--- config.mk ---
export PLATFORM = sky130hd
export DESIGN_NAME = kra_ctrl
export DESIGN_NICKNAME = d
export VERILOG_FILES = /design/src/rtl/core/kra_pkg.sv /design/src/rtl/core/kra_ctrl.sv
export SDC_FILE = /design/constraint.sdc
export NUM_CORES = 1
export LEC_CHECK = 0
export BUFFER_PORTS_ARGS = -buffer_cell sky130_fd_sc_hd__buf_2
export CORE_AREA = 2 2 39 41
export DETAILED_ROUTE_END_ITERATION = 8
export DIE_AREA = 0 0 41 43
export PLACE_DENSITY_LB_ADDON = 0.25
export SYNTH_ARGS = -nofsm -noshare
export SYNTH_HDL_FRONTEND = slang
export SYNTH_SLANG_ARGS = --single-unit
--- constraint.sdc ---
create_clock -name clk -period 0.9 [get_ports clk]
set_input_delay 0.09 -clock clk [delete_from_list [all_inputs] [get_ports clk]]
set_output_delay 0.09 -clock clk [all_outputs]
set_load 0.05 [all_outputs]
--- src/rtl/core/kra_pkg.sv ---
// shared types and constants for the keyed rating accumulator
package kra_pkg;

    localparam int TABLE_DEPTH = 32768;
    localparam int SLOT_W = $clog2(TABLE_DEPTH);
    localparam int CNT_W = SLOT_W + 1;
    localparam int KEY_W = 31;
    localparam int SUM_W = 32;
    localparam int COUNT_W = 24;
    localparam int TOTAL_W = 32;
    localparam int RATING_W = 8;
    localparam int REG_W = 16;
    localparam int STATUS_W = 3;
    localparam int OUT_SLOT_W = 15;
    localparam int ENTRY_W = KEY_W + SUM_W + COUNT_W;

    localparam logic [REG_W-1:0] MODULUS_RESET = 16'd27997;
    localparam logic [REG_W-1:0] SLOTS_RESET = 16'd28000;

    localparam logic CMD_ADD = 1'b0;
    localparam logic CMD_QUERY = 1'b1;

    localparam logic REG_MODULUS = 1'b0;
    localparam logic REG_SLOTS = 1'b1;

    localparam logic [STATUS_W-1:0] ST_IGNORED = 3'd0;
    localparam logic [STATUS_W-1:0] ST_ACCUM = 3'd1;
    localparam logic [STATUS_W-1:0] ST_INSERT = 3'd2;
    localparam logic [STATUS_W-1:0] ST_FULL = 3'd3;
    localparam logic [STATUS_W-1:0] ST_FOUND = 3'd4;
    localparam logic [STATUS_W-1:0] ST_MISSING = 3'd5;

    typedef enum logic [3:0] {
        S_CLEAR,
        S_IDLE,
        S_MOD,
        S_RED,
        S_READ,
        S_WAIT,
        S_CHECK,
        S_OUT
    } state_t;

    // controller to datapath
    typedef struct packed {
        logic clear_step;
        logic load;
        logic mod_start;
        logic red_start;
        logic take_home;
        logic issue_read;
        logic advance;
        logic write_insert;
        logic write_accum;
        logic set_result;
        logic [STATUS_W-1:0] result_status;
        logic result_from_entry;
        logic result_home;
    } kra_cmd_t;

    // datapath to controller
    typedef struct packed {
        logic clear_done;
        logic key_zero;
        logic cmd_query;
        logic div_busy;
        logic slot_valid;
        logic key_match;
        logic probe_done;
    } kra_stat_t;

endpackage

--- src/rtl/core/kra_ctrl.sv ---
// sequencer for clearing, hashing, probing and result handoff
module kra_ctrl
    import kra_pkg::*;
(
    input  logic      clk,
    input  logic      rst_n,
    input  logic      in_valid,
    output logic      in_ready,
    output logic      out_valid,
    input  logic      out_ready,
    input  kra_stat_t sts,
    output kra_cmd_t  ctl
);
    state_t state_reg, state_next;

    always_ff @(posedge clk or negedge rst_n)
    begin
        if (!rst_n)
        begin
            state_reg <= S_CLEAR;
        end
        else
        begin
            state_reg <= state_next;
        end
    end

    always_comb
    begin
        state_next = state_reg;
        ctl = '0;
        in_ready = 1'b0;
        out_valid = 1'b0;
        case (state_reg)
            S_CLEAR:
            begin
                ctl.clear_step = 1'b1;
                if (sts.clear_done)
                begin
                    state_next = S_IDLE;
                end
            end
            S_IDLE:
            begin
                in_ready = 1'b1;
                if (in_valid)
                begin
                    ctl.load = 1'b1;
                    state_next = S_MOD;
                end
            end
            S_MOD:
            begin
                if (sts.key_zero)
                begin
                    ctl.set_result = 1'b1;
                    ctl.result_status = ST_IGNORED;
                    state_next = S_OUT;
                end
                else
                begin
                    ctl.mod_start = 1'b1;
                    state_next = S_RED;
                end
            end
            S_RED:
            begin
                if (!sts.div_busy)
                begin
                    ctl.red_start = 1'b1;
                    state_next = S_READ;
                end
            end
            S_READ:
            begin
                if (!sts.div_busy)
                begin
                    ctl.take_home = 1'b1;
                    state_next = S_WAIT;
                end
            end
            S_WAIT:
            begin
                // memory read of the probe slot in flight
                state_next = S_CHECK;
            end
            S_CHECK:
            begin
                state_next = S_OUT;
                ctl.set_result = 1'b1;
                if (!sts.slot_valid)
                begin
                    if (sts.cmd_query)
                    begin
                        ctl.result_status = ST_MISSING;
                    end
                    else
                    begin
                        ctl.result_status = ST_INSERT;
                        ctl.write_insert = 1'b1;
                    end
                end
                else if (sts.key_match)
                begin
                    ctl.result_from_entry = 1'b1;
                    if (sts.cmd_query)
                    begin
                        ctl.result_status = ST_FOUND;
                    end
                    else
                    begin
                        ctl.result_status = ST_ACCUM;
                        ctl.write_accum = 1'b1;
                    end
                end
                else if (sts.probe_done)
                begin
                    ctl.result_home = 1'b1;
                    ctl.result_status = sts.cmd_query ? ST_MISSING : ST_FULL;
                end
                else
                begin
                    ctl.set_result = 1'b0;
                    ctl.advance = 1'b1;
                    state_next = S_WAIT;
                end
            end
            S_OUT:
            begin
                out_valid = 1'b1;
                if (out_ready)
                begin
                    state_next = S_IDLE;
                end
            end
            default:
            begin
                state_next = S_IDLE;
            end
        endcase
    end
endmodule

==> results.sh, run 1 <==
export IMPL_drc_errors=0
export IMPL_die_area_sq_um=1760
export IMPL_synth_area_leaders="dfrtp_1 20%, nor2_1 7.1%, buf_6 6.1%"
export IMPL_cts_root_buf="clkbuf_4"
export IMPL_critPathRequiredTime_ns=0.81
export IMPL_htreeDepth=1
export IMPL_finalHoldViolCount=0
export IMPL_p_leak_nw=0.439
export IMPL_violations="setup timing"
export IMPL_fillCellCount=106
export IMPL_cp_max_fo=4
export IMPL_cts_tree="yes"
export IMPL_synth_nets=62
export IMPL_postRouteAntennaNets=0
export IMPL_core_area_sq_um=1380
export IMPL_fin_hold_ws_ns=0.179
export IMPL_fmax_ghz=0.687
export IMPL_placed_area_sq_um=748
export IMPL_clock_sinks=3
export IMPL_netlist_area_sq_um=368
export IMPL_synth_top_area_frac=0.204
export IMPL_synth_yosys_seq_area_share=0.204
export IMPL_diodes=0
export IMPL_fin_ws_ns=-0.556
export IMPL_area_sequential_sq_um=77.6
export IMPL_stdcell_area_sq_um=983
export IMPL_rsz0062_at_grt="true"
export IMPL_post_drt_wl_per_cell_microns=11.8
export IMPL_reg2reg_from="state_reg[0]"
export IMPL_antenna_found_initial=0
export IMPL_vdd_drop_max_mv=1.25
export IMPL_finalSetupViolCount=19
export IMPL_ys_types=27
export IMPL_die_h_microns=43
export IMPL_yosys_most_used_dff="dfrtp_1"
export IMPL_num_rows=14
export IMPL_io_buffers=26
export IMPL_drv_cap=0
export IMPL_grt_ovfl_total=0
export IMPL_drt_total_wl_microns=1320
export IMPL_initial_core_util=0.266
export IMPL_areaGrowthSynthToFinish_pct=167
export IMPL_grt_first_pass_wirelength_microns=2170
export IMPL_yosysWarnings=0
export IMPL_critPathLaunchType="register"
export IMPL_vias=538
export IMPL_ys_seq_elements=3
export IMPL_startpoint="state_reg[0]"
export IMPL_yosysMostFrequentCell="nor2_1"
export IMPL_status="finished with violations"
export IMPL_first_pass_iters=4
export IMPL_hpwlAfterDp_microns=941
export IMPL_syn_area_per_cell_sq_um=7.21
export IMPL_synthArstFlopShare=1.00
export IMPL_hp_class="input port to asynchronous set/reset pin"
export IMPL_min_period_over_period=1.62
export IMPL_clock_latency_ns=0.23
export IMPL_synth_largest_area_cell="dfrtp_1"
export IMPL_grt_util_all_layers=0.175
export IMPL_viasPerCell=4.80
export IMPL_nets=108
export IMPL_path_class="register to output pin"
export IMPL_synth_edf_count=0
export IMPL_numCtsBuffers=3
export IMPL_ff2ff_setup_slack_ns=-0.36
export IMPL_grt_pass1_vias=517
export IMPL_dieWidth_microns=41
export IMPL_yosys_top_cells_count="7 x nor2_1, 5 x nand2_1"
export IMPL_finalCriticalPeriod_ns=1.46
export IMPL_crit_end="ctl[3]"
export IMPL_cts_clk_slew_worst_paths_ns=0.04
export IMPL_multiInputGateArea_sq_um=443
export IMPL_grt_max_degree=11
export IMPL_r2r_worst_path_cells=4
export IMPL_fin_setup_tns_ns=-8.40
export IMPL_p_per_area_nw_per_um2=3020
export IMPL_pre_cts_slack_ns=-0.387
export IMPL_finalMaxSlewViolations=0
export IMPL_ios=28
export IMPL_critPathArrivalTime_ns=1.37
export IMPL_fin_worst_skew_ns=0.00457
export IMPL_gp_congestion=0.614
export IMPL_endpoint_kind="output pin"
export IMPL_clockBufferDepth=2
export IMPL_largest_reg_flops=3
export IMPL_drive_gt1_frac=0.792
export IMPL_reg2reg_to="state_reg[0]"
export IMPL_detail_route_iter0_violations=1
export IMPL_synthCells=51
[how the worst min path moves through the flow]
stage                        end  slack, ns  cells after the start
floorplan           state_reg[0]      -0.21                      0
global placement    state_reg[2]      -0.11                      1
detailed placement  state_reg[1]      -0.11                      1
CTS                 state_reg[0]       0.17                      2
global route        state_reg[0]       0.18                      2
finish              state_reg[0]       0.18                      2
[cell usage in the layout (no fill, tap or decap), types with 2 or more instances in the layout]
cell type | netlist | final
a21oi_1 | 2 | 2
a31oi_4 | 0 | 2
buf_6 | 2 | 16
dfrtp_2 | 0 | 2
buf_8 | 0 | 5
nand2b_1 | 2 | 2
nor2_4 | 0 | 4
nor3_4 | 0 | 2
buf_2 | 0 | 10
nand2_4 | 0 | 2
nand2_1 | 5 | 2
buf_4 | 2 | 13
clkbuf_4 | 0 | 3
nor2_1 | 7 | 2
and3_4 | 0 | 3
o21ai_2 | 0 | 3
nor3b_4 | 0 | 2
[worst max-delay path, stage by stage (launching register included)]
cell and delay, ns:
dfrtp_1 0.39, and2b_2 0.28, nand2_4 0.09, a211oi_4 0.18
buf_6 0.19
[routing by layer]
layer,up-vias,track usage,wire length (microns),share of wire
li1,272,-,-,-
met1,243,0.178,473,0.36
met2,23,0.338,757,0.57
met3,0,0.0576,92,0.070
met4,0,0,0,0
met5,-,0,0,0
[kinds of logic (layout without fill, tap and decap cells)]
| family | Yosys count | after routing | synth area share |
|---|---|---|---|
| AND/OR/NAND/NOR | 29 | 29 | 0.446 |
| AO/OA/AOI/OAI | 13 | 13 | 0.228 |
| buffers and inverters | 5 | 50 | 0.112 |
| flip-flops | 3 | 3 | 0.204 |
| other | 1 | 1 | 0.0102 |
[power by group]
| group | switching, mW | internal (mW) | total (mW) | leakage [nW] |
|---|---|---|---|---|
| Combinational | 1.31 | 1.11 | 2.42 | 0.393 |
| Clock | 0.0735 | 0.166 | 0.240 | 0.0150 |
| Sequential | 0.0932 | 0.216 | 0.309 | 0.0317 |
[cell type report]
cell class,count,area share
Inverter,1,0.00382
Timing Repair Buffer,45,0.420
Multi-Input combinational cell,43,0.450
Clock buffer,4,0.0267
Tap cell,16,0.0204
Sequential cell,3,0.0789
[stage by stage]
step,instances,utilization,total power [mW]
finish,112,0.711,2.97
global route,112,0.711,3.16
CTS,111,0.689,2.88
detailed placement,102,0.541,2.14
global placement,102,0.541,2.13
floorplan,51,-,1.81
[timing repair]
item	in CTS	in global routing
buffers inserted	4	2
pin swaps	4	1
hold endpoints to repair	3	0
setup endpoints to repair	19	19
hold buffers	1	0
gates resized for setup	44	7
(Power assumes the default switching activity.)
==> run 2, diff against run 1 <==
REMOVE_ABC_BUFFERS = 1   (was default)
==> results.sh, run 2 (synthesis gave the netlist of run 1 again) <==
export IMPL_status="finished with violations"
export IMPL_violations="setup timing"
export IMPL_cp_max_fo=4
export IMPL_fmax_ghz=0.672
export IMPL_grt_pass1_vias=452
export IMPL_p_leak_nw=0.370
export IMPL_core_area_sq_um=1380
export IMPL_critical_path_slowest_cell="dfrtp_1"
export IMPL_fin_hold_ws_ns=0.165
export IMPL_initial_core_util=0.266
export IMPL_postRouteAntennaNets=0
export IMPL_crit_chain="and2b_2 > nand2_4 > a211oi_2 > buf_6"
export IMPL_diodes=0
export IMPL_min_to="state_reg[2]"
export IMPL_clock_latency_ns=0.24
export IMPL_finalCriticalPeriod_ns=1.49
export IMPL_drive_gt1_frac=0.693
export IMPL_hp_class="input port to register"
export IMPL_fin_worst_skew_ns=0.00237
export IMPL_viasPerCell=4.91
export IMPL_grt_first_pass_wirelength_microns=1790
export IMPL_finalMaxSlewViolations=0
export IMPL_finalSetupViolCount=19
export IMPL_fillCellCount=111
export IMPL_die_area_sq_um=1760
export IMPL_layout_common_cells="12 x buf_6, 10 x buf_2, 10 x buf_4"
export IMPL_gp_congestion=0.754
export IMPL_nets=100
export IMPL_path_class="register to output pin"
export IMPL_final_util=0.579
export IMPL_p_per_area_nw_per_um2=3270
export IMPL_num_rows=14
export IMPL_min_period_over_period=1.65
export IMPL_critPathArrivalTime_ns=1.40
export IMPL_max_stage_delay_ns=0.38
export IMPL_numCtsBuffers=3
export IMPL_largest_reg_flops=3
export IMPL_fin_setup_tns_ns=-8.90
export IMPL_endpoint_kind="output pin"
export IMPL_grt_util_all_layers=0.147
export IMPL_vdd_drop_max_mv=1.80
export IMPL_hold_start="out_ready"
export IMPL_post_drt_wl_per_cell_microns=12.5
export IMPL_cts_tree="yes"
export IMPL_reg2reg_to="state_reg[0]"
export IMPL_die_h_microns=43
export IMPL_dieWidth_microns=41
export IMPL_ff2ff_setup_slack_ns=-0.51
export IMPL_drt_total_wl_microns=1300
export IMPL_detail_route_iter0_violations=13
export IMPL_worstHoldPathCells=4
export IMPL_ios=28
export IMPL_first_pass_iters=3
export IMPL_finalHoldViolCount=0
export IMPL_clockBufferDepth=2
export IMPL_cts_root_buf="clkbuf_4"
export IMPL_reg2reg_from="state_reg[2]"
export IMPL_vias=511
export IMPL_htreeDepth=1
export IMPL_power_mw=2.62
export IMPL_grt_ovfl_total=0
export IMPL_r2r_worst_path_cells=5
export IMPL_critPathRequiredTime_ns=0.81
export IMPL_io_buffers=26
export IMPL_fin_ws_ns=-0.589
export IMPL_critPathLaunchType="register"
export IMPL_hpwlAfterDp_microns=835
export IMPL_antenna_found_initial=0
export IMPL_grt_max_degree=11
export IMPL_areaGrowthSynthToFinish_pct=118
export IMPL_final_common_cell="buf_6"
export IMPL_rsz0062_at_grt="true"
export IMPL_drv_cap=0
export IMPL_clock_sinks=3
export IMPL_drc_errors=0
export IMPL_cts_clk_slew_worst_paths_ns=0.04
run 2: how the worst max path moves through the flow:
stage,startpoint,to,slack [ns],cells past startpoint
3_5_place_dp,state_reg[0],ctl[3],-0.40,4
5_1_grt,state_reg[0],ctl[3],-0.64,4
6_report,state_reg[0],ctl[3],-0.59,4
3_3_place_gp,state_reg[0],ctl[3],-0.38,4
2_1_floorplan,state_reg[2],ctl[10],-1.35,1
4_1_cts,state_reg[2],ctl[11],-0.54,3
run 2: worst max-delay path, delay by kind of cell, from the launching register on:
| family | cells | cell delay (ns) |
|---|---|---|
| compound gates | 1 | 0.24 |
| buf+inv | 1 | 0.19 |
| flops | 1 | 0.38 |
| simple gates | 2 | 0.34 |
run 2: per-layer routing:
metal	vias up	track usage	wire length, microns
li1	254	-	-
met3	2	0.0733	69
met4	0	0.0467	27
met2	11	0.200	639
met1	244	0.196	559
met5	-	0	0
run 2: repair_timing:
| item | in CTS | in global routing |
|---|---|---|
| hold endpoints to repair | 3 | 0 |
| gates resized for setup | 41 | 20 |
| hold buffers | 1 | 0 |
| pin swaps | 5 | 6 |
| buffers inserted | 1 | 1 |
| endpoints found under the setup margin | 19 | 19 |
| cloned | 0 | 0 |
run 2: layout make-up:
type	instances	area [sq um]	area share
timing repair buffer	37	330	0.413
sequential	3	76.3	0.0953
multi-input combinational	43	344	0.430
inverter	1	3.75	0.00469
clock buffer	4	26.3	0.0328
tap	16	20.0	0.0250
run 2: through the flow:
step | area (sq um) | worst slack, ns | std cells
global placement | 548 | -0.376 | 98
CTS | 722 | -0.541 | 103
detailed placement | 548 | -0.399 | 98
finish | 801 | -0.589 | 104
global route | 801 | -0.643 | 104
floorplan | 330 | -1.35 | 47
run 2: power by group:
| group | internal [mW] | total, mW | switching [mW] |
|---|---|---|---|
| Clock | 0.166 | 0.241 | 0.0750 |
| Sequential | 0.211 | 0.299 | 0.0876 |
| Combinational | 0.914 | 2.08 | 1.16 |
==> run 3, diff against run 2 <==
PLACE_DENSITY_LB_ADDON = 0.1   (was 0.25)
==> results.sh, run 3 (synthesis gave the netlist of run 1 again) <==
export IMPL_io_buffers=26
export IMPL_p_leak_nw=0.407
export IMPL_clockBufferDepth=2
export IMPL_grt_max_degree=11
export IMPL_rsz0062_at_grt="true"
export IMPL_grt_first_pass_wirelength_microns=1860
export IMPL_fin_setup_tns_ns=-9.59
export IMPL_drc_errors=0
export IMPL_cts_root_buf="clkbuf_4"
export IMPL_cts_clk_slew_worst_paths_ns=0.04
export IMPL_fin_ws_ns=-0.586
export IMPL_detail_route_iter0_violations=3
export IMPL_largest_reg_flops=3
export IMPL_use_met2=0.231
export IMPL_p_seq_frac=0.100
export IMPL_drive_gt1_frac=0.681
export IMPL_grt_pass1_vias=479
export IMPL_critPathArrivalTime_ns=1.40
export IMPL_dieWidth_microns=41
export IMPL_initial_core_util=0.266
export IMPL_antenna_found_initial=0
export IMPL_final_common_cell="buf_6"
export IMPL_grt_ovfl_total=0
export IMPL_path_class="register to output pin"
export IMPL_hp_class="input port to asynchronous set/reset pin"
export IMPL_internal_power_mw=1.46
export IMPL_vias=533
export IMPL_reg2reg_to="state_reg[0]"
export IMPL_diodes=0
export IMPL_viasPerCell=4.85
export IMPL_use_met3=0.0628
export IMPL_fmax_ghz=0.673
export IMPL_stdcell_area_sq_um=860
export IMPL_grt_util_all_layers=0.155
export IMPL_r2r_worst_path_cells=5
export IMPL_clock_latency_ns=0.24
export IMPL_die_h_microns=43
export IMPL_cts_tree="yes"
export IMPL_die_area_sq_um=1760
export IMPL_drv_cap=0
export IMPL_layout_common_cells="15 x buf_6, 14 x buf_4, 10 x buf_2"
export IMPL_p_per_area_nw_per_um2=3320
export IMPL_finalSetupViolCount=19
export IMPL_ios=28
export IMPL_min_period_over_period=1.65
export IMPL_p_switching_mw=1.39
export IMPL_clock_sinks=3
export IMPL_nets=106
export IMPL_power_mw=2.85
export IMPL_postRouteAntennaNets=0
export IMPL_fin_worst_skew_ns=0.00476
export IMPL_grt_most_used_layer="met2"
export IMPL_power_frac_clock=0.088
export IMPL_endpoint_kind="output pin"
export IMPL_critPathRequiredTime_ns=0.81
export IMPL_finalCriticalPeriod_ns=1.49
export IMPL_violations="setup timing"
export IMPL_critPathLaunchType="register"
export IMPL_sw_frac_of_total=0.488
export IMPL_gp_congestion=0.673
export IMPL_post_drt_wl_per_cell_microns=12.4
export IMPL_finalHoldViolCount=0
export IMPL_numCtsBuffers=3
export IMPL_areaGrowthSynthToFinish_pct=134
export IMPL_first_pass_iters=3
export IMPL_core_area_sq_um=1380
export IMPL_htreeDepth=1
export IMPL_met1_usage=0.202
export IMPL_p_comb_frac=0.812
export IMPL_placed_area_sq_um=548
export IMPL_num_rows=14
export IMPL_fillCellCount=125
export IMPL_drt_total_wl_microns=1360
export IMPL_cp_max_fo=4
export IMPL_status="finished with violations"
export IMPL_ff2ff_setup_slack_ns=-0.45
export IMPL_reg2reg_from="state_reg[0]"
export IMPL_vdd_drop_max_mv=1.85
export IMPL_finalMaxSlewViolations=0
export IMPL_fin_hold_ws_ns=0.167
-- run 3: cell type report --
cell class	instances	area [sq um]	area share
Sequential cell	3	75.1	0.0873
Inverter	1	3.75	0.00437
Multi-Input combinational cell	43	350	0.408
Clock buffer	4	26.3	0.0306
Timing Repair Buffer	43	384	0.447
Tap cell	16	20.0	0.0233
-- run 3: worst max-delay path by stage --
stage | startpoint | to | slack [ns] | cells after the start
finish | state_reg[0] | ctl[3] | -0.59 | 4
global route | state_reg[0] | ctl[3] | -0.65 | 4
CTS | state_reg[0] | ctl[7] | -0.57 | 4
detailed placement | state_reg[0] | ctl[3] | -0.42 | 4
global placement | state_reg[0] | ctl[3] | -0.39 | 4
floorplan | state_reg[2] | ctl[10] | -1.35 | 1
-- run 3: power groups by stage --
stage	Combinational, mW	Sequential, mW	Clock [mW]
2_1_floorplan	0.914	0.360	0
3_3_place_gp	1.48	0.275	0
3_5_place_dp	1.47	0.277	0
4_1_cts	1.82	0.276	0.255
5_1_grt	2.44	0.298	0.281
6_report	2.32	0.286	0.251
-- run 3: what timing repair did --
item                                   in CTS  in global routing
setup endpoints to repair                  19                 19
pin swaps                                   6                  4
endpoints found under the hold margin       3                  0
gates cloned                                0                  0
setup buffers                               2                  7
hold buffers                                1                  0
gates resized for setup                    38                 23
-- run 3: routing by layer --
layer	vias up	part of all wire	wire length (microns)
met5	-	0	0
met1	247	0.41	554
li1	269	-	-
met2	17	0.55	744
met3	0	0.047	64
met4	0	0	0
-- run 3: stage by stage --
stage	utilization	setup slack, ns	std cells
after global placement	0.396	-0.388	98
after CTS	0.526	-0.566	105
final	0.621	-0.586	110
after global routing	0.621	-0.647	110
after floorplan	-	-1.35	47
after detailed placement	0.396	-0.424	98
-- run 3: worst max-delay path, stage by stage (launching register included) --
cell	delay [ns]
dfrtp_1	0.39
and2b_2	0.26
nand2_1	0.11
a211oi_2	0.20
buf_6	0.19
